File: config.mk
export PLATFORM = sky130hd
export DESIGN_NAME = csvg_div_cell
export DESIGN_NICKNAME = d
export VERILOG_FILES = /design/src/design/cube_sphere_vertex_generator_defines.svh /design/src/design/csvg_pkg.sv /design/src/design/csvg_div_cell.sv
export SDC_FILE = /design/constraint.sdc
export NUM_CORES = 1
export LEC_CHECK = 0
export ABC_AREA = 1
export BUFFER_PORTS_ARGS = -buffer_cell sky130_fd_sc_hd__buf_2
export CORE_AREA = 2 2 255 257
export DETAILED_ROUTE_END_ITERATION = 12
export DIE_AREA = 0 0 257 259
export HOLD_SLACK_MARGIN = 0.15
export PLACE_DENSITY = 0.58
export SETUP_SLACK_MARGIN = 0.1
export SLEW_MARGIN = 0
export SYNTH_ARGS = -nofsm -noshare
export SYNTH_HDL_FRONTEND = slang
export SYNTH_SLANG_ARGS = --single-unit
File: constraint.sdc
create_clock -name clk_i -period 1 [get_ports clk_i]
set_input_delay 0.05 -clock clk_i [delete_from_list [all_inputs] [get_ports clk_i]]
set_output_delay 0.05 -clock clk_i [all_outputs]
set_load 0.02 [all_outputs]
File: src/design/cube_sphere_vertex_generator_defines.svh
// assertion macros for the cube sphere vertex generator
`ifndef CUBE_SPHERE_VERTEX_GENERATOR_DEFINES_SVH
`define CUBE_SPHERE_VERTEX_GENERATOR_DEFINES_SVH
`ifndef SYNTH
`define CSVG_ASSERT(lbl, prop) \
  lbl: assert property (@(posedge clk_i) disable iff (!rst_ni) prop) \
    else $error("csvg assertion failed");
`define CSVG_ASSERT_RST(lbl, prop) \
  lbl: assert property (@(posedge clk_i) prop) \
    else $error("csvg reset assertion failed");
`else
`define CSVG_ASSERT(lbl, prop)
`define CSVG_ASSERT_RST(lbl, prop)
`endif
`endif

File: src/design/csvg_pkg.sv
// types, constants and tables shared by the cube sphere vertex generator
package csvg_pkg;

  localparam int MAX_SUBDIVISION_DEF = 8;
  localparam int OUT_FRAC_BITS_DEF   = 14;

  localparam int CORDIC_STEPS = 30;
  localparam int CW           = 34;
  localparam int ZW           = 33;
  localparam int CRW          = 34;
  localparam int SQW          = 64;
  localparam int SQRT_STEPS   = 32;
  localparam int NORMW        = 32;
  localparam int REMW         = 64;
  localparam int QUOW         = 32;
  localparam int OUTW         = 16;
  localparam int LVLW         = 4;

  localparam logic signed [CW-1:0] CORDIC_GAIN  = CW'(652032874);
  localparam logic signed [ZW-1:0] ANGLE_45     = ZW'(64'd1 << 29);
  localparam logic [LVLW-1:0]      SUBDIV_RESET = 4'd3;
  localparam logic [2:0]           LAST_FACE    = 3'd5;

  typedef enum logic [2:0] {
    SEL_ZERO = 3'd0,
    SEL_PSIN = 3'd1,
    SEL_NSIN = 3'd2,
    SEL_PCOS = 3'd3,
    SEL_NCOS = 3'd4
  } sel_e;

  typedef struct packed {
    logic [2:0] face_select;
    logic [8:0] row_index;
    logic [8:0] column_index;
  } in_t;

  typedef struct packed {
    logic signed [OUTW-1:0] vec_x;
    logic signed [OUTW-1:0] vec_y;
    logic signed [OUTW-1:0] vec_z;
    logic                   bad_input;
  } out_t;

  typedef struct packed {
    logic [2:0]           face;
    logic                 bad;
    logic signed [CW-1:0] x1;
    logic signed [CW-1:0] y1;
    logic signed [ZW-1:0] z1;
    logic signed [CW-1:0] x2;
    logic signed [CW-1:0] y2;
    logic signed [ZW-1:0] z2;
  } cord_t;

  typedef struct packed {
    logic                      bad;
    logic [2:0][CRW-1:0]       cr;
    logic [SQW-1:0]            v;
    logic [SQW-1:0]            r;
  } sq_t;

  typedef struct packed {
    logic                 bad;
    logic                 zero;
    logic [2:0]           neg;
    logic [2:0][REMW-1:0] rem;
    logic [2:0][QUOW-1:0] quo;
    logic [NORMW-1:0]     norm;
  } dv_t;

  function automatic int atan_angle(int i);
    int a;
    case (i)
      0:  a = 536870912;
      1:  a = 316933406;
      2:  a = 167458907;
      3:  a = 85004756;
      4:  a = 42667331;
      5:  a = 21354465;
      6:  a = 10679838;
      7:  a = 5340245;
      8:  a = 2670163;
      9:  a = 1335087;
      10: a = 667544;
      11: a = 333772;
      12: a = 166886;
      13: a = 83443;
      14: a = 41722;
      15: a = 20861;
      16: a = 10430;
      17: a = 5215;
      18: a = 2608;
      19: a = 1304;
      20: a = 652;
      21: a = 326;
      22: a = 163;
      23: a = 81;
      24: a = 41;
      25: a = 20;
      26: a = 10;
      27: a = 5;
      28: a = 3;
      29: a = 1;
      default: a = 0;
    endcase
    return a;
  endfunction

  // plane normal sign table, per face and angle
  function automatic sel_e normal_sel(logic [2:0] f, logic side, logic [1:0] axis);
    sel_e row [3];
    case ({f, side})
      {3'd0, 1'b0}: row = '{SEL_NSIN, SEL_ZERO, SEL_NCOS};
      {3'd0, 1'b1}: row = '{SEL_NSIN, SEL_PCOS, SEL_ZERO};
      {3'd1, 1'b0}: row = '{SEL_NCOS, SEL_ZERO, SEL_PSIN};
      {3'd1, 1'b1}: row = '{SEL_ZERO, SEL_PCOS, SEL_PSIN};
      {3'd2, 1'b0}: row = '{SEL_PSIN, SEL_ZERO, SEL_PCOS};
      {3'd2, 1'b1}: row = '{SEL_PSIN, SEL_PCOS, SEL_ZERO};
      {3'd3, 1'b0}: row = '{SEL_PCOS, SEL_ZERO, SEL_NSIN};
      {3'd3, 1'b1}: row = '{SEL_ZERO, SEL_PCOS, SEL_NSIN};
      {3'd4, 1'b0}: row = '{SEL_NCOS, SEL_PSIN, SEL_ZERO};
      {3'd4, 1'b1}: row = '{SEL_ZERO, SEL_PSIN, SEL_NCOS};
      {3'd5, 1'b0}: row = '{SEL_PCOS, SEL_NSIN, SEL_ZERO};
      {3'd5, 1'b1}: row = '{SEL_ZERO, SEL_NSIN, SEL_NCOS};
      default:      row = '{SEL_ZERO, SEL_ZERO, SEL_ZERO};
    endcase
    return (axis == 2'd0) ? row[0] : ((axis == 2'd1) ? row[1] : row[2]);
  endfunction

  function automatic logic signed [CW-1:0] pick(sel_e sel, logic signed [CW-1:0] s,
                                                 logic signed [CW-1:0] c);
    logic signed [CW-1:0] v;
    case (sel)
      SEL_PSIN: v = s;
      SEL_NSIN: v = -s;
      SEL_PCOS: v = c;
      SEL_NCOS: v = -c;
      default:  v = '0;
    endcase
    return v;
  endfunction

endpackage

File: src/design/csvg_div_cell.sv
// one quotient bit of the three normalizing divisions
module csvg_div_cell import csvg_pkg::*; #(
  parameter int K = 0
) (
  input  logic clk_i,
  input  logic rst_ni,
  input  logic en_i,
  input  logic valid_i,
  input  dv_t  data_i,
  output logic valid_o,
  output dv_t  data_o
);

  logic valid_q;
  dv_t  data_q, data_d;
  logic [REMW-1:0] d;

  always_comb begin
    d = REMW'(data_i.norm) << K;
    data_d = data_i;
    for (int k = 0; k < 3; k++) begin
      if (data_i.rem[k] >= d) begin
        data_d.rem[k]    = data_i.rem[k] - d;
        data_d.quo[k][K] = 1'b1;
      end
    end
  end

  always_ff @(posedge clk_i or negedge rst_ni) begin
    if (!rst_ni) begin
      valid_q <= 1'b0;
    end else if (en_i) begin
      valid_q <= valid_i;
    end
  end

  always_ff @(posedge clk_i) begin
    if (en_i) begin
      data_q <= data_d;
    end
  end

  assign valid_o = valid_q;
  assign data_o  = data_q;

endmodule

-- Word level (Yosys, flattened, before mapping)
Cells that the tools add are included.
- bits in registers: 326
- output and inout port bits: 326
- bits of input ports: 329
- word-level logic and storage cells: 23
- mux-type cells: 3
- $lt $le $gt $ge: 3
- add/sub/neg operators: 3
- operator list (cell ; number):
    64-bit by 32-bit greater-or-equal comparator with 1-bit output ; 3
    64-bit two-way mux ; 3
    64-bit by 32-bit subtractor with 64-bit output ; 3

-- Depth between registers and ports, before layout
Gate-level depths: netlist of run 1.
- depth in word-level cells: 2
- depth in mapped cells: 17
- depth with buffers taken out: 16

-- Worst setup path before layout of run 1
No wires, ideal clock.
- path kind: input port to flip-flop
- start point: input port data_i[128] (netlist name)
- end point: register data_q, in the netlist data_o[128], data pin
- path slack: -1.062 ns
- cell stages on the path: 17
- arrival time: 1.804 ns
- required time: 0.743 ns
- buffers on the path: 2
- cells stage by stage: inv_1 > ha_1 > fa_1 > inv_1 > nand3_1 > nand2_2 > nand2_1 > nand2_1 > nand2_1 > nand2_2 > nand2_1 > nand3_4 > inv_2 > buf_12 > buf_8 > nand2_1 > o21ai_2
- RTL lines (item ; line ; text):
    start, declared ; csvg_div_cell.sv:9 ; input dv_t data_i,
    end signal, assigned ; csvg_div_cell.sv:39 ; data_q <= data_d;
    end, declared ; csvg_div_cell.sv:15 ; dv_t data_q, data_d;

==> impl_metrics.prom, run 1 <==
# TYPE chip_impl_metric gauge
chip_impl_metric{name="gp_congestion",unit=""} 1.07
chip_impl_info{name="cts.root.buffer_cell",value="sky130_fd_sc_hd__clkbuf_16"} 1
chip_impl_metric{name="min_period_over_period",unit="%"} 175
chip_impl_info{name="worst_path_max_delay_cell",value="sky130_fd_sc_hd__ha_4"} 1
chip_impl_metric{name="synth_seq_area_share",unit="%"} 40.9
chip_impl_metric{name="placement.io_buffers",unit=""} 654
chip_impl_metric{name="setup_viol",unit=""} 521
chip_impl_metric{name="final-max-slew-violation-count",unit=""} 0
chip_impl_metric{name="timing.max_cap.violations",unit=""} 0
chip_impl_metric{name="post_drt_via_cell_ratio",unit=""} 4.88
chip_impl_metric{name="row_count",unit=""} 93
chip_impl_metric{name="layout_net_count",unit=""} 5554
chip_impl_metric{name="start_util",unit="%"} 37.5
chip_impl_metric{name="cts.reportedPaths.clkPinSlew",unit="ns"} 0.06
chip_impl_metric{name="routed_length_per_placed_instance",unit="um"} 20.8
chip_impl_metric{name="vias",unit=""} 29400
chip_impl_metric{name="number_of_antenna_violations_at_the_first_check_in_global_routing",unit=""} 16
chip_impl_metric{name="place_area",unit="sq um"} 34800
chip_impl_metric{name="worstPathArrival",unit="ns"} 2.09
chip_impl_info{name="worstSetupStartpointType",value="input port"} 1
chip_impl_metric{name="yosysWarningCount",unit=""} 0
chip_impl_info{name="grt_setup_unrepaired",value="true"} 1
chip_impl_info{name="critical_path.cell_chain",value="buf_4, clkinvlp_4, ha_4, buf_4, nand2_4, inv_1, nand2_1, nand2_1, nand2_1, nand3b_1, buf_4, buf_4, nand3_1, nand3_1, nand2_1, a21oi_2"} 1
chip_impl_metric{name="final_worst_setup_slack",unit="ns"} -0.752
chip_impl_info{name="tritoncts",value="built"} 1
chip_impl_metric{name="grt_use_total",unit="%"} 35.4
chip_impl_metric{name="worstMarginPinSlew",unit="ns"} 0.444
chip_impl_info{name="hold_class",value="in -> reg"} 1
chip_impl_metric{name="mappedNetlistArea",unit="sq um"} 23900
chip_impl_info{name="synth_top_area_cell",value="sky130_fd_sc_hd__edfxtp_1"} 1
chip_impl_metric{name="syn_inst",unit=""} 3302
chip_impl_info{name="synth_top_cells_by_area",value="sky130_fd_sc_hd__edfxtp_1 41%, sky130_fd_sc_hd__nand2_1 19%, sky130_fd_sc_hd__inv_1 7.9%, sky130_fd_sc_hd__nor2_1 5.6%, sky130_fd_sc_hd__ha_1 5.0%"} 1
chip_impl_metric{name="share_of_the_core_filled_with_cells",unit="%"} 67.7
chip_impl_metric{name="die_area",unit="sq um"} 66600
chip_impl_info{name="timing.hold.worst_endpoint",value="data_o[0]$_DFFE_PP_"} 1
chip_impl_info{name="critical_path.reg2reg.startpoint",value="valid_o$_DFFE_PN0P_"} 1
chip_impl_metric{name="peakVddDrop",unit="V"} 0.00120
chip_impl_metric{name="num_io_pins",unit=""} 655
chip_impl_metric{name="remaining_drc_errors",unit=""} 0
chip_impl_info{name="critical_path.reg2reg.endpoint",value="valid_o$_DFFE_PN0P_"} 1
chip_impl_metric{name="die_x",unit="um"} 257
chip_impl_metric{name="power_leakage",unit="nW"} 20.2
chip_impl_info{name="outcome",value="finished, violations left"} 1
chip_impl_metric{name="clock_latency_at_the_later_pin_of_the_worst_skew_pair",unit="ns"} 0.61
chip_impl_metric{name="grt_pass1_vias",unit=""} 27600
chip_impl_metric{name="yosys_register_bits",unit=""} 326
chip_impl_metric{name="finalHoldViolations",unit=""} 113
chip_impl_metric{name="h-tree-depth",unit=""} 2
chip_impl_metric{name="layout_min_cycle_time",unit="ns"} 1.75
chip_impl_metric{name="postSynthNetCount",unit=""} 3730
chip_impl_metric{name="max-clock-path-buffers",unit=""} 3
chip_impl_metric{name="drtPass1Iterations",unit=""} 7
chip_impl_metric{name="final_design_area_no_fill",unit="sq um"} 43200
chip_impl_info{name="worst_min_path_start",value="data_i[0]"} 1
chip_impl_metric{name="cpPeakStageDelay",unit="ns"} 0.31
chip_impl_metric{name="core_region_area",unit="sq um"} 63900
chip_impl_metric{name="cts_buffers",unit=""} 40
chip_impl_metric{name="drive_above_1_share",unit="%"} 45.0
chip_impl_metric{name="hold_ws",unit="ns"} -0.312
chip_impl_metric{name="chipHeight",unit="um"} 259
chip_impl_info{name="crit_path_kind",value="in -> reg"} 1
chip_impl_metric{name="avgSynthCellArea",unit="sq um"} 7.25
chip_impl_metric{name="worstRegToRegCells",unit=""} 1
chip_impl_metric{name="post-place-ws",unit="ns"} -1.57
chip_impl_metric{name="clock_sinks",unit=""} 326
chip_impl_metric{name="dpl.hpwl",unit="um"} 98700
chip_impl_info{name="violations",value="negative hold slack, negative setup slack"} 1
chip_impl_metric{name="gr-total-overflow",unit=""} 0
chip_impl_metric{name="clock_skew",unit="ns"} 0
chip_impl_metric{name="power_density",unit="nW/um^2"} 1190
chip_impl_metric{name="number_of_drc_markers_in_iteration_0",unit=""} 2517
chip_impl_metric{name="drt_wl_total",unit="um"} 125000
chip_impl_metric{name="fin_tns_setup",unit="ns"} -193.75
chip_impl_metric{name="crit_required",unit="ns"} 1.34
chip_impl_metric{name="synthDistinctLibCells",unit=""} 43
chip_impl_metric{name="worst-path-stages",unit=""} 16
chip_impl_metric{name="area_delta_synth_final",unit="%"} 80.6
chip_impl_metric{name="drt.antenna.violating_nets",unit=""} 0
chip_impl_metric{name="slew-limit-headroom",unit="%"} 70.2
chip_impl_metric{name="max_clock_freq",unit="MHz"} 571
chip_impl_metric{name="grt_first_pass_wirelength",unit="um"} 175000
chip_impl_info{name="critical_path.top_delay_family",value="buffers and inverters"} 1
chip_impl_metric{name="reg2reg_setup_slack",unit="ns"} 0.25
chip_impl_metric{name="maximum_number_of_pins_on_one_net_before_global_route_repair",unit=""} 32
chip_impl_metric{name="synth_top_area_share",unit="%"} 40.8
chip_impl_metric{name="worst_hold_path.num_cells",unit=""} 1
chip_impl_metric{name="power.total",unit="W"} 0.0515
chip_impl_metric{name="cp_num_buf_inv",unit=""} 6
chip_impl_info{name="worstSetupEndpointType",value="flip-flop"} 1
chip_impl_metric{name="crit_path_max_fanout",unit=""} 4
## registers in the layout (all words and copies together), names as in the netlist
name	flops
data_o	325
valid_o	1
## layout by cell type (no fill, tap or decap), types with 6 or more instances in the layout
master and count:
sky130_fd_sc_hd__a21oi_1 54, sky130_fd_sc_hd__a21oi_2 94, sky130_fd_sc_hd__a21oi_4 16, sky130_fd_sc_hd__buf_12 46, sky130_fd_sc_hd__buf_16 7, sky130_fd_sc_hd__buf_2 640
sky130_fd_sc_hd__buf_4 749, sky130_fd_sc_hd__buf_6 28, sky130_fd_sc_hd__bufinv_16 6, sky130_fd_sc_hd__clkbuf_16 48, sky130_fd_sc_hd__clkinv_2 6, sky130_fd_sc_hd__clkinvlp_4 26
sky130_fd_sc_hd__diode_2 10, sky130_fd_sc_hd__dlygate4sd3_1 334, sky130_fd_sc_hd__edfxtp_1 325, sky130_fd_sc_hd__ha_1 15, sky130_fd_sc_hd__ha_4 76, sky130_fd_sc_hd__inv_1 461
sky130_fd_sc_hd__inv_2 31, sky130_fd_sc_hd__nand2_1 963, sky130_fd_sc_hd__nand2_2 207, sky130_fd_sc_hd__nand2_4 58, sky130_fd_sc_hd__nand3_1 141, sky130_fd_sc_hd__nand3_2 33
sky130_fd_sc_hd__nand3_4 9, sky130_fd_sc_hd__nand3b_1 13, sky130_fd_sc_hd__nand4_1 52, sky130_fd_sc_hd__nor2_1 252, sky130_fd_sc_hd__nor2_2 78, sky130_fd_sc_hd__nor2_4 46
sky130_fd_sc_hd__nor3_1 54, sky130_fd_sc_hd__nor3_2 8, sky130_fd_sc_hd__o21ai_0 19, sky130_fd_sc_hd__o21ai_1 44, sky130_fd_sc_hd__o21ai_2 52, sky130_fd_sc_hd__o21bai_1 15
sky130_fd_sc_hd__or2_2 11, sky130_fd_sc_hd__xnor2_1 57, sky130_fd_sc_hd__xnor2_2 7, sky130_fd_sc_hd__xor2_1 12
## worst max-delay path by stage
stage,from,endpoint,slack (ns)
finish,data_i[6],data_o[299]$_DFFE_PP_,-0.75
global route,data_i[20],data_o[192]$_DFFE_PP_,-0.81
CTS,data_i[26],data_o[231]$_DFFE_PP_,-0.67
detailed placement,data_i[7],data_o[289]$_DFFE_PP_,-1.57
global placement,data_i[7],data_o[305]$_DFFE_PP_,-1.55
floorplan,data_i[128],data_o[131]$_DFFE_PP_,-0.94
## per-layer routing
metal	vias to the layer above	share of wire, %	global-route usage, %
met1	13800	42	45.4
met3	234	7.0	6.40
li1	14300	-	-
met4	4	4.2	13.7
met2	1105	47	59.4
met5	-	0.021	0
## layout make-up
cell class | count | area [sq um]
Fill cell | 5427 | 20600
Clock inverter | 28 | 373
Inverter | 520 | 2090
Sequential cell | 326 | 9780
Tap cell | 855 | 1070
Clock buffer | 45 | 1020
Timing Repair inverter | 2 | 27.5
Timing Repair Buffer | 1815 | 13800
Antenna cell | 10 | 25.0
Multi-Input combinational cell | 2421 | 15000
## where the power goes
part	switching, W	internal, W	total [W]
sequential	0.000642	0.0168	0.0175
clock	0.00664	0.00904	0.0157
combinational	0.0104	0.00801	0.0184
## logic make-up after synthesis
logic type               Yosys count  synth area share (%)
XOR/XNOR                          78                  2.85
AND/OR/NAND/NOR                 1943                  33.6
AO/OA/AOI/OAI                    300                  7.70
buffers and inverters            555                  9.67
flip-flops                       326                  40.9
multiplexers                       1                0.0470
adder cells (fa/ha/maj)           99                  5.27
## cells in the mapped netlist
| library cell | number |
|---|---|
| sky130_fd_sc_hd__nand2_1 | 1204 |
| sky130_fd_sc_hd__inv_1 | 503 |
| sky130_fd_sc_hd__nor2_1 | 354 |
| sky130_fd_sc_hd__edfxtp_1 | 325 |
| sky130_fd_sc_hd__nand3_1 | 179 |
| sky130_fd_sc_hd__a21oi_1 | 125 |
| sky130_fd_sc_hd__ha_1 | 96 |
| sky130_fd_sc_hd__nor3_1 | 65 |
| sky130_fd_sc_hd__xnor2_1 | 64 |
| sky130_fd_sc_hd__nand4_1 | 52 |
| sky130_fd_sc_hd__o21ai_0 | 46 |
| sky130_fd_sc_hd__a21oi_2 | 39 |
| sky130_fd_sc_hd__o21ai_2 | 38 |
| sky130_fd_sc_hd__o21ai_1 | 31 |
| sky130_fd_sc_hd__nand2_2 | 24 |
| sky130_fd_sc_hd__nor2_2 | 17 |
| sky130_fd_sc_hd__o21bai_1 | 16 |
| sky130_fd_sc_hd__inv_2 | 15 |
| sky130_fd_sc_hd__xor2_1 | 14 |
| sky130_fd_sc_hd__nand3b_1 | 13 |
| sky130_fd_sc_hd__buf_2 | 12 |
| sky130_fd_sc_hd__buf_6 | 12 |
| sky130_fd_sc_hd__or2_2 | 12 |
| sky130_fd_sc_hd__buf_12 | 5 |
| sky130_fd_sc_hd__nor2_4 | 5 |
| sky130_fd_sc_hd__nor3b_1 | 4 |
| sky130_fd_sc_hd__nor4_1 | 4 |
| sky130_fd_sc_hd__a21o_1 | 3 |
| sky130_fd_sc_hd__buf_8 | 3 |
| sky130_fd_sc_hd__fa_1 | 3 |
| sky130_fd_sc_hd__nand3_4 | 3 |
| sky130_fd_sc_hd__and2_1 | 2 |
| sky130_fd_sc_hd__and3b_1 | 2 |
| sky130_fd_sc_hd__buf_4 | 2 |
| sky130_fd_sc_hd__o21a_1 | 2 |
| sky130_fd_sc_hd__and3_1 | 1 |
| sky130_fd_sc_hd__clkbuf_2 | 1 |
| sky130_fd_sc_hd__clkinv_1 | 1 |
| sky130_fd_sc_hd__dfrtp_1 | 1 |
| sky130_fd_sc_hd__inv_4 | 1 |
| sky130_fd_sc_hd__mux2_2 | 1 |
| sky130_fd_sc_hd__nand3_2 | 1 |
| sky130_fd_sc_hd__or3_1 | 1 |
## stage by stage
step	hold slack, ns	instances
4_1_cts	-0.341	5954
2_1_floorplan	-0.246	3302
3_5_place_dp	-0.170	5524
3_3_place_gp	-0.172	5524
6_report	-0.312	6022
5_1_grt	-0.333	6015
## repair_timing
action	CTS	global route
hold endpoints to repair	652	369
setup buffers	35	31
gates resized for setup	342	337
endpoints found under the setup margin	521	535
pin swaps	58	77
hold buffers	316	18
cloned	7	10
Note: power is estimated with default switching activity, not from simulation.
==> inputs of run 2 (changes only) <==
--- a/config.mk
+++ b/config.mk
@@ -7,11 +7,10 @@
 export LEC_CHECK = 0
 export ABC_AREA = 1
 export BUFFER_PORTS_ARGS = -buffer_cell sky130_fd_sc_hd__buf_2
-export CORE_AREA = 2 2 255 257
+export CORE_UTILIZATION = 38
 export DETAILED_ROUTE_END_ITERATION = 12
-export DIE_AREA = 0 0 257 259
 export HOLD_SLACK_MARGIN = 0.15
-export PLACE_DENSITY = 0.58
+export PLACE_DENSITY = 0.59
 export SETUP_SLACK_MARGIN = 0.1
 export SLEW_MARGIN = 0
 export SYNTH_ARGS = -nofsm -noshare
==> constraint.sdc (replaced) <==
create_clock -name clk_i -period 1.7 [get_ports clk_i]
set_input_delay 0.085 -clock clk_i [delete_from_list [all_inputs] [get_ports clk_i]]
set_output_delay 0.085 -clock clk_i [all_outputs]
set_load 0.02 [all_outputs]
==> run 2 against run 1 <==
Net effect:
- the run still ends with negative hold slack, negative setup slack left
- register-to-register slack improved by 0.70 ns
- first-iteration DRC count shrank 7.5%
- core utilization increased by 3.6 points
- critical path depth increased by 3
- combinational power decreased by 40%
- sequential power is 41% lower
- sequential share of layout area down 0.46 points
- non-clock buffer count up 25
- largest cell class unchanged
- largest power group unchanged
==> impl_metrics.prom, run 2 (same netlist as run 1, synthesis figures left out) <==
# TYPE chip_impl_metric gauge
chip_impl_info{name="outcome",value="finished, violations left"} 1
chip_impl_info{name="violations",value="negative hold slack, negative setup slack"} 1
chip_impl_metric{name="clock_sinks",unit=""} 326
chip_impl_metric{name="max_clock_freq",unit="MHz"} 563
chip_impl_metric{name="fin_tns_setup",unit="ns"} -2.40
chip_impl_info{name="critical_path.reg2reg.endpoint",value="valid_o$_DFFE_PN0P_"} 1
chip_impl_metric{name="dpl.hpwl",unit="um"} 99700
chip_impl_metric{name="max-clock-path-buffers",unit=""} 3
chip_impl_metric{name="clock_latency_at_the_later_pin_of_the_worst_skew_pair",unit="ns"} 0.60
chip_impl_metric{name="worstRegToRegCells",unit=""} 1
chip_impl_metric{name="routed_length_per_placed_instance",unit="um"} 21.5
chip_impl_metric{name="clock_skew",unit="ns"} 0
chip_impl_metric{name="cts_buffers",unit=""} 41
chip_impl_metric{name="finalHoldViolations",unit=""} 25
chip_impl_metric{name="post-place-ws",unit="ns"} -0.921
chip_impl_metric{name="layout_net_count",unit=""} 5582
chip_impl_metric{name="min_period_over_period",unit="%"} 104
chip_impl_metric{name="crit_required",unit="ns"} 2.05
chip_impl_metric{name="area_delta_synth_final",unit="%"} 84.4
chip_impl_metric{name="post_drt_via_cell_ratio",unit=""} 4.95
chip_impl_info{name="timing.hold.worst_endpoint",value="data_o[0]$_DFFE_PP_"} 1
chip_impl_metric{name="gr-total-overflow",unit=""} 0
chip_impl_info{name="crit_path_kind",value="in -> reg"} 1
chip_impl_metric{name="peakVddDrop",unit="V"} 0.000852
chip_impl_metric{name="drive_above_1_share",unit="%"} 47.1
chip_impl_metric{name="core_region_area",unit="sq um"} 61900
chip_impl_metric{name="worstPathArrival",unit="ns"} 2.12
chip_impl_metric{name="reg2reg_setup_slack",unit="ns"} 0.95
chip_impl_info{name="critical_path.reg2reg.startpoint",value="valid_o$_DFFE_PN0P_"} 1
chip_impl_metric{name="worstMarginPinSlew",unit="ns"} 0.387
chip_impl_info{name="library_cell_appearing_most_often_on_the_critical_path",value="sky130_fd_sc_hd__nand2_1"} 1
chip_impl_info{name="worst_min_path_start",value="data_i[0]"} 1
chip_impl_metric{name="num_io_pins",unit=""} 655
chip_impl_info{name="critical_path.cell_chain",value="buf_8, clkinvlp_4, buf_12, ha_4, nand2_4, inv_1, nand2_1, nand2_2, buf_4, buf_4, nand2_1, nand2_1, inv_1, o21bai_1, buf_4, nor2_1, nand3_2, nand2_1, nand2_1"} 1
chip_impl_metric{name="flip_flop_count_of_the_largest_register_all_copies_and_words_added",unit=""} 325
chip_impl_metric{name="maximum_number_of_pins_on_one_net_before_global_route_repair",unit=""} 60
chip_impl_metric{name="row_count",unit=""} 91
chip_impl_info{name="worst_path_max_delay_cell",value="sky130_fd_sc_hd__ha_4"} 1
chip_impl_metric{name="die_area",unit="sq um"} 64000
chip_impl_metric{name="timing.max_cap.violations",unit=""} 0
chip_impl_metric{name="power_leakage",unit="nW"} 20.7
chip_impl_info{name="cts.root.buffer_cell",value="sky130_fd_sc_hd__clkbuf_16"} 1
chip_impl_metric{name="final_worst_setup_slack",unit="ns"} -0.0750
chip_impl_metric{name="crit_path_max_fanout",unit=""} 4
chip_impl_metric{name="power_density",unit="nW/um^2"} 703
chip_impl_metric{name="chipHeight",unit="um"} 253
chip_impl_metric{name="h-tree-depth",unit=""} 2
chip_impl_metric{name="vias",unit=""} 29900
chip_impl_metric{name="number_of_antenna_violations_at_the_first_check_in_global_routing",unit=""} 21
chip_impl_metric{name="grt_first_pass_wirelength",unit="um"} 176000
chip_impl_metric{name="drtPass1Iterations",unit=""} 5
chip_impl_metric{name="grt_use_total",unit="%"} 37.7
chip_impl_metric{name="setup_viol",unit=""} 92
chip_impl_metric{name="cts.reportedPaths.clkPinSlew",unit="ns"} 0.06
chip_impl_info{name="layout.cells.most_common",value="sky130_fd_sc_hd__nand2_1"} 1
chip_impl_metric{name="drt.antenna.violating_nets",unit=""} 0
chip_impl_metric{name="drt_wl_total",unit="um"} 130000
chip_impl_metric{name="fillCellCount",unit=""} 5073
chip_impl_metric{name="placement.io_buffers",unit=""} 654
chip_impl_metric{name="start_util",unit="%"} 38.6
chip_impl_info{name="worstSetupEndpointType",value="flip-flop"} 1
chip_impl_metric{name="layout_min_cycle_time",unit="ns"} 1.77
chip_impl_info{name="hold_class",value="in -> reg"} 1
chip_impl_metric{name="number_of_drc_markers_in_iteration_0",unit=""} 2327
chip_impl_metric{name="final-max-slew-violation-count",unit=""} 0
chip_impl_info{name="tritoncts",value="built"} 1
chip_impl_metric{name="cpPeakStageDelay",unit="ns"} 0.26
chip_impl_metric{name="share_of_the_core_filled_with_cells",unit="%"} 71.3
chip_impl_metric{name="worst_hold_path.num_cells",unit=""} 1
chip_impl_metric{name="grt_pass1_vias",unit=""} 27900
chip_impl_info{name="grt_setup_unrepaired",value="true"} 1
chip_impl_metric{name="die_x",unit="um"} 253
chip_impl_info{name="worstSetupStartpointType",value="input port"} 1
chip_impl_metric{name="hold_ws",unit="ns"} -0.269
chip_impl_metric{name="gp_congestion",unit=""} 1.03
chip_impl_metric{name="slew-limit-headroom",unit="%"} 74.0
chip_impl_metric{name="remaining_drc_errors",unit=""} 0
chip_impl_info{name="most-common-layout-cells",value="931 x sky130_fd_sc_hd__nand2_1, 761 x sky130_fd_sc_hd__buf_4, 634 x sky130_fd_sc_hd__buf_2"} 1
==> run 2: changes by cell type in the layout (fill, tap and decap cells not counted), sizes merged <==
cell / delta
buf: +28
dlygate4sd3: -8
diode: +6
clkinvlp: -5
clkbuf: +4
clkinv: +4
inv: +3
bufinv: +1
==> run 2: metrics by stage <==
| stage | hold WS, ns | total power [W] | cell area (sq um) | std cells |
|---|---|---|---|---|
| after floorplan | -0.211 | 0.0145 | 24800 | 3302 |
| after global placement | -0.139 | 0.0193 | 34700 | 5494 |
| after detailed placement | -0.140 | 0.0193 | 34700 | 5494 |
| after CTS | -0.292 | 0.0300 | 40900 | 5922 |
| after global routing | -0.293 | 0.0320 | 44100 | 6027 |
| final | -0.269 | 0.0310 | 44100 | 6037 |
==> run 2: final cells by class <==
class	count	area, sq um	area share (%)
inverter	520	2100	4.76
sequential	326	9780	22.2
timing repair buffer	1840	14200	32.3
tap	837	1050	2.37
multi-input combinational	2421	15400	35.0
clock inverter	29	402	0.910
clock buffer	44	1040	2.35
timing repair inverter	4	50.0	0.113
antenna	16	40.0	0.0907
==> run 2: worst max-delay path by stage <==
stage / start / endpoint / slack (ns)
2_1_floorplan: data_i[128] / data_o[131]$_DFFE_PP_ / -0.28
3_3_place_gp: data_i[11] / data_o[285]$_DFFE_PP_ / -0.89
3_5_place_dp: data_i[11] / data_o[285]$_DFFE_PP_ / -0.92
4_1_cts: data_i[20] / data_o[157]$_DFFE_PP_ / -0.003
5_1_grt: data_i[31] / data_o[130]$_DFFE_PP_ / -0.12
6_report: data_i[23] / data_o[180]$_DFFE_PP_ / -0.07
==> run 2: power breakdown <==
part / switching [W] / internal [W] / leakage [nW]
logic: 0.00625 / 0.00488 / 16.8
clock network: 0.00405 / 0.00558 / 0.695
registers: 0.000403 / 0.00989 / 3.19
==> run 2: worst max-delay path: cells and delay by family <==
family | cells | cell delay [ns]
AO/OA/AOI/OAI | 1 | 0.07
adder cells (fa/ha/maj) | 1 | 0.26
buffers and inverters | 8 | 0.94
AND/OR/NAND/NOR | 9 | 0.75
==> run 2: timing repair <==
action                                  4_1_cts  5_1_grt
pin swaps                                    55      120
endpoints found under the hold margin       450       40
hold buffers                                312       22
buffers inserted                             40       70
resized for setup                           260      567
endpoints found under the setup margin      195      195
cloned                                        3       19
==> run 2: layer usage <==
layer | share of wire (%) | global-route usage [%] | vias up
li1 | - | - | 14300
met1 | 41 | 49.3 | 14000
met2 | 46 | 60.7 | 1264
met3 | 8.1 | 6.81 | 271
met4 | 5.0 | 17.1 | 8
met5 | 0.046 | 0 | -
==> inputs of run 3 (changes only) <==
--- a/config.mk
+++ b/config.mk
@@ -7,6 +7,7 @@
 export LEC_CHECK = 0
 export ABC_AREA = 1
 export BUFFER_PORTS_ARGS = -buffer_cell sky130_fd_sc_hd__buf_2
+export CORE_MARGIN = 10
 export CORE_UTILIZATION = 38
 export DETAILED_ROUTE_END_ITERATION = 12
 export HOLD_SLACK_MARGIN = 0.15
==> run 3 against run 2 <==
Net effect:
- the flow still finishes with violations (negative hold slack, negative setup slack)
- first-iteration DRC count increased by 8.9%
- clock power fell by 6.9%
- setup slack gained 0.0056 ns
- wire length is essentially flat
- largest power group unchanged
==> impl_metrics.prom, run 3 (same netlist as run 1, synthesis figures left out) <==
# TYPE chip_impl_metric gauge
chip_impl_info{name="outcome",value="finished, violations left"} 1
chip_impl_info{name="violations",value="negative hold slack, negative setup slack"} 1
chip_impl_metric{name="crit_required",unit="ns"} 2.03
chip_impl_metric{name="worstMarginPinSlew",unit="ns"} 0.543
chip_impl_metric{name="peakVddDrop",unit="V"} 0.000677
chip_impl_metric{name="die_x",unit="um"} 271
chip_impl_info{name="tritoncts",value="built"} 1
chip_impl_metric{name="setup_viol",unit=""} 33
chip_impl_metric{name="gr-total-overflow",unit=""} 0
chip_impl_metric{name="power_leakage",unit="nW"} 20.5
chip_impl_metric{name="start_util",unit="%"} 38.6
chip_impl_metric{name="row_count",unit=""} 91
chip_impl_info{name="cts.root.buffer_cell",value="sky130_fd_sc_hd__clkbuf_16"} 1
chip_impl_metric{name="multi_input_area",unit="sq um"} 15400
chip_impl_metric{name="layout_min_cycle_time",unit="ns"} 1.77
chip_impl_info{name="crit_start",value="data_i[7]"} 1
chip_impl_info{name="worstSetupEndpointType",value="flip-flop"} 1
chip_impl_metric{name="vias",unit=""} 29600
chip_impl_metric{name="insertedDiodeCount",unit=""} 0
chip_impl_metric{name="finalHoldViolations",unit=""} 20
chip_impl_metric{name="drtPass1Iterations",unit=""} 5
chip_impl_metric{name="cp_num_buf_inv",unit=""} 5
chip_impl_metric{name="grt_pass1_vias",unit=""} 28400
chip_impl_metric{name="drive_above_1_share",unit="%"} 46.6
chip_impl_metric{name="clock_skew",unit="ns"} 0
chip_impl_metric{name="cts.reportedPaths.clkPinSlew",unit="ns"} 0.06
chip_impl_info{name="hold_class",value="in -> reg"} 1
chip_impl_metric{name="number_of_drc_markers_in_iteration_0",unit=""} 2533
chip_impl_metric{name="clock_sinks",unit=""} 326
chip_impl_metric{name="final-max-slew-violation-count",unit=""} 0
chip_impl_metric{name="power_density",unit="nW/um^2"} 697
chip_impl_metric{name="num_io_pins",unit=""} 655
chip_impl_metric{name="drt.antenna.violating_nets",unit=""} 0
chip_impl_metric{name="slew-limit-headroom",unit="%"} 63.4
chip_impl_metric{name="post_drt_via_cell_ratio",unit=""} 4.92
chip_impl_info{name="crit_path_kind",value="in -> reg"} 1
chip_impl_metric{name="fillCellCount",unit=""} 5091
chip_impl_info{name="worstSetupStartpointType",value="input port"} 1
chip_impl_metric{name="remaining_drc_errors",unit=""} 0
chip_impl_metric{name="gp_congestion",unit=""} 1.04
chip_impl_metric{name="post-place-ws",unit="ns"} -1.07
chip_impl_metric{name="placement.io_buffers",unit=""} 654
chip_impl_metric{name="routed_length_per_placed_instance",unit="um"} 21.6
chip_impl_metric{name="number_of_antenna_violations_at_the_first_check_in_global_routing",unit=""} 7
chip_impl_info{name="worst_path_max_delay_cell",value="sky130_fd_sc_hd__ha_4"} 1
chip_impl_metric{name="core_region_area",unit="sq um"} 62100
chip_impl_metric{name="clock_latency_at_the_later_pin_of_the_worst_skew_pair",unit="ns"} 0.59
chip_impl_metric{name="grt_use_total",unit="%"} 33.2
chip_impl_metric{name="worstPathArrival",unit="ns"} 2.10
chip_impl_metric{name="dpl.hpwl",unit="um"} 102000
chip_impl_metric{name="crit_path_max_fanout",unit=""} 4
chip_impl_metric{name="cts_buffers",unit=""} 40
chip_impl_metric{name="cpPeakStageDelay",unit="ns"} 0.28
chip_impl_metric{name="die_area",unit="sq um"} 73400
chip_impl_metric{name="chipHeight",unit="um"} 271
chip_impl_metric{name="max-clock-path-buffers",unit=""} 3
chip_impl_metric{name="drt_wl_total",unit="um"} 130000
chip_impl_metric{name="grt_first_pass_wirelength",unit="um"} 184000
chip_impl_info{name="layout.cells.most_common",value="sky130_fd_sc_hd__nand2_1"} 1
chip_impl_metric{name="final_worst_setup_slack",unit="ns"} -0.0693
chip_impl_info{name="grt_setup_unrepaired",value="true"} 1
chip_impl_info{name="critical_path.top_delay_family",value="simple AND/OR/NAND/NOR gates"} 1
chip_impl_metric{name="area_delta_synth_final",unit="%"} 82.4
chip_impl_metric{name="layout_net_count",unit=""} 5576
chip_impl_metric{name="maximum_number_of_pins_on_one_net_before_global_route_repair",unit=""} 50
chip_impl_info{name="critical_path.cell_chain",value="buf_4, clkinvlp_4, buf_6, ha_4, buf_4, nand2_8, nor2_2, nand3_1, nand3b_1, nand2_1, nand2_2, buf_6, xnor2_2, o21ai_1"} 1
chip_impl_info{name="most-common-layout-cells",value="947 x sky130_fd_sc_hd__nand2_1, 776 x sky130_fd_sc_hd__buf_4, 635 x sky130_fd_sc_hd__buf_2"} 1
chip_impl_metric{name="min_period_over_period",unit="%"} 104
chip_impl_metric{name="hold_ws",unit="ns"} -0.278
chip_impl_metric{name="share_of_the_core_filled_with_cells",unit="%"} 70.4
chip_impl_info{name="critical_path.reg2reg.startpoint",value="valid_o$_DFFE_PN0P_"} 1
chip_impl_metric{name="h-tree-depth",unit=""} 2
chip_impl_metric{name="regArea",unit="sq um"} 9780
chip_impl_info{name="worst_min_path_start",value="data_i[0]"} 1
chip_impl_metric{name="timing.max_cap.violations",unit=""} 0
chip_impl_metric{name="max_clock_freq",unit="MHz"} 565
chip_impl_metric{name="flip_flop_count_of_the_largest_register_all_copies_and_words_added",unit=""} 325
==> run 3: cell count changes in the layout (fill, tap and decap cells not counted), sizes merged, moves of 2 or more <==
cell	before	now
buf	1501	1508
bufinv	7	5
clkbuf	57	49
diode	16	0
inv	506	500
==> run 3: final timing paths <==
check                           slack, ns  cells after the start               endpoint
max in group asynchronous            1.26                      3    valid_o$_DFFE_PN0P_
worst min-delay path                -0.28                      1    data_o[0]$_DFFE_PP_
worst min register to register       0.54                      1    valid_o$_DFFE_PN0P_
min in group asynchronous            0.33                      3    valid_o$_DFFE_PN0P_
worst max register to register       0.94                      1    valid_o$_DFFE_PN0P_
worst max-delay path                -0.07                     14  data_o[283]$_DFFE_PP_
==> run 3: per-stage QoR <==
| step | std cells | instance area, sq um | hold WS, ns | power, W | setup TNS (ns) |
|---|---|---|---|---|---|
| 2_1_floorplan | 3302 | 24800 | -0.211 | 0.0145 | -30.94 |
| 3_3_place_gp | 5536 | 35000 | -0.140 | 0.0194 | -138.05 |
| 3_5_place_dp | 5536 | 35000 | -0.140 | 0.0194 | -140.50 |
| 4_1_cts | 5974 | 41500 | -0.293 | 0.0296 | -0.870 |
| 5_1_grt | 6014 | 43700 | -0.283 | 0.0316 | -7.43 |
| 6_report | 6014 | 43700 | -0.278 | 0.0304 | -0.751 |
==> run 3: area by class of cell <==
cell class	instances	area share (%)
flip-flops and latches	326	22.4
repair buffers	1839	32.0
well taps	837	2.40
multi-input cells	2421	35.3
clock buffers	46	2.34
clock inverters	25	0.737
inverters	520	4.82
==> run 3: per-layer routing <==
| metal | vias up | track usage, % | wire length [um] |
|---|---|---|---|
| li1 | 14300 | - | - |
| met1 | 13900 | 42.0 | 53000 |
| met2 | 1156 | 55.9 | 61600 |
| met3 | 225 | 6.25 | 9930 |
| met4 | 4 | 11.5 | 5170 |
| met5 | - | 0 | 21 |
==> run 3: report_power, final <==
group | internal [W] | total (W) | switching [W]
combinational | 0.00489 | 0.0113 | 0.00638
sequential | 0.00989 | 0.0102 | 0.000315
clock | 0.00515 | 0.00896 | 0.00381
==> run 3: what timing repair did <==
item                       CTS  global route
pin swaps                   82           129
gates resized for setup    343           450
hold endpoints to repair   456            36
setup endpoints to repair  195           195
hold buffers               318            17
buffers inserted            45            30
gates cloned                 4             3
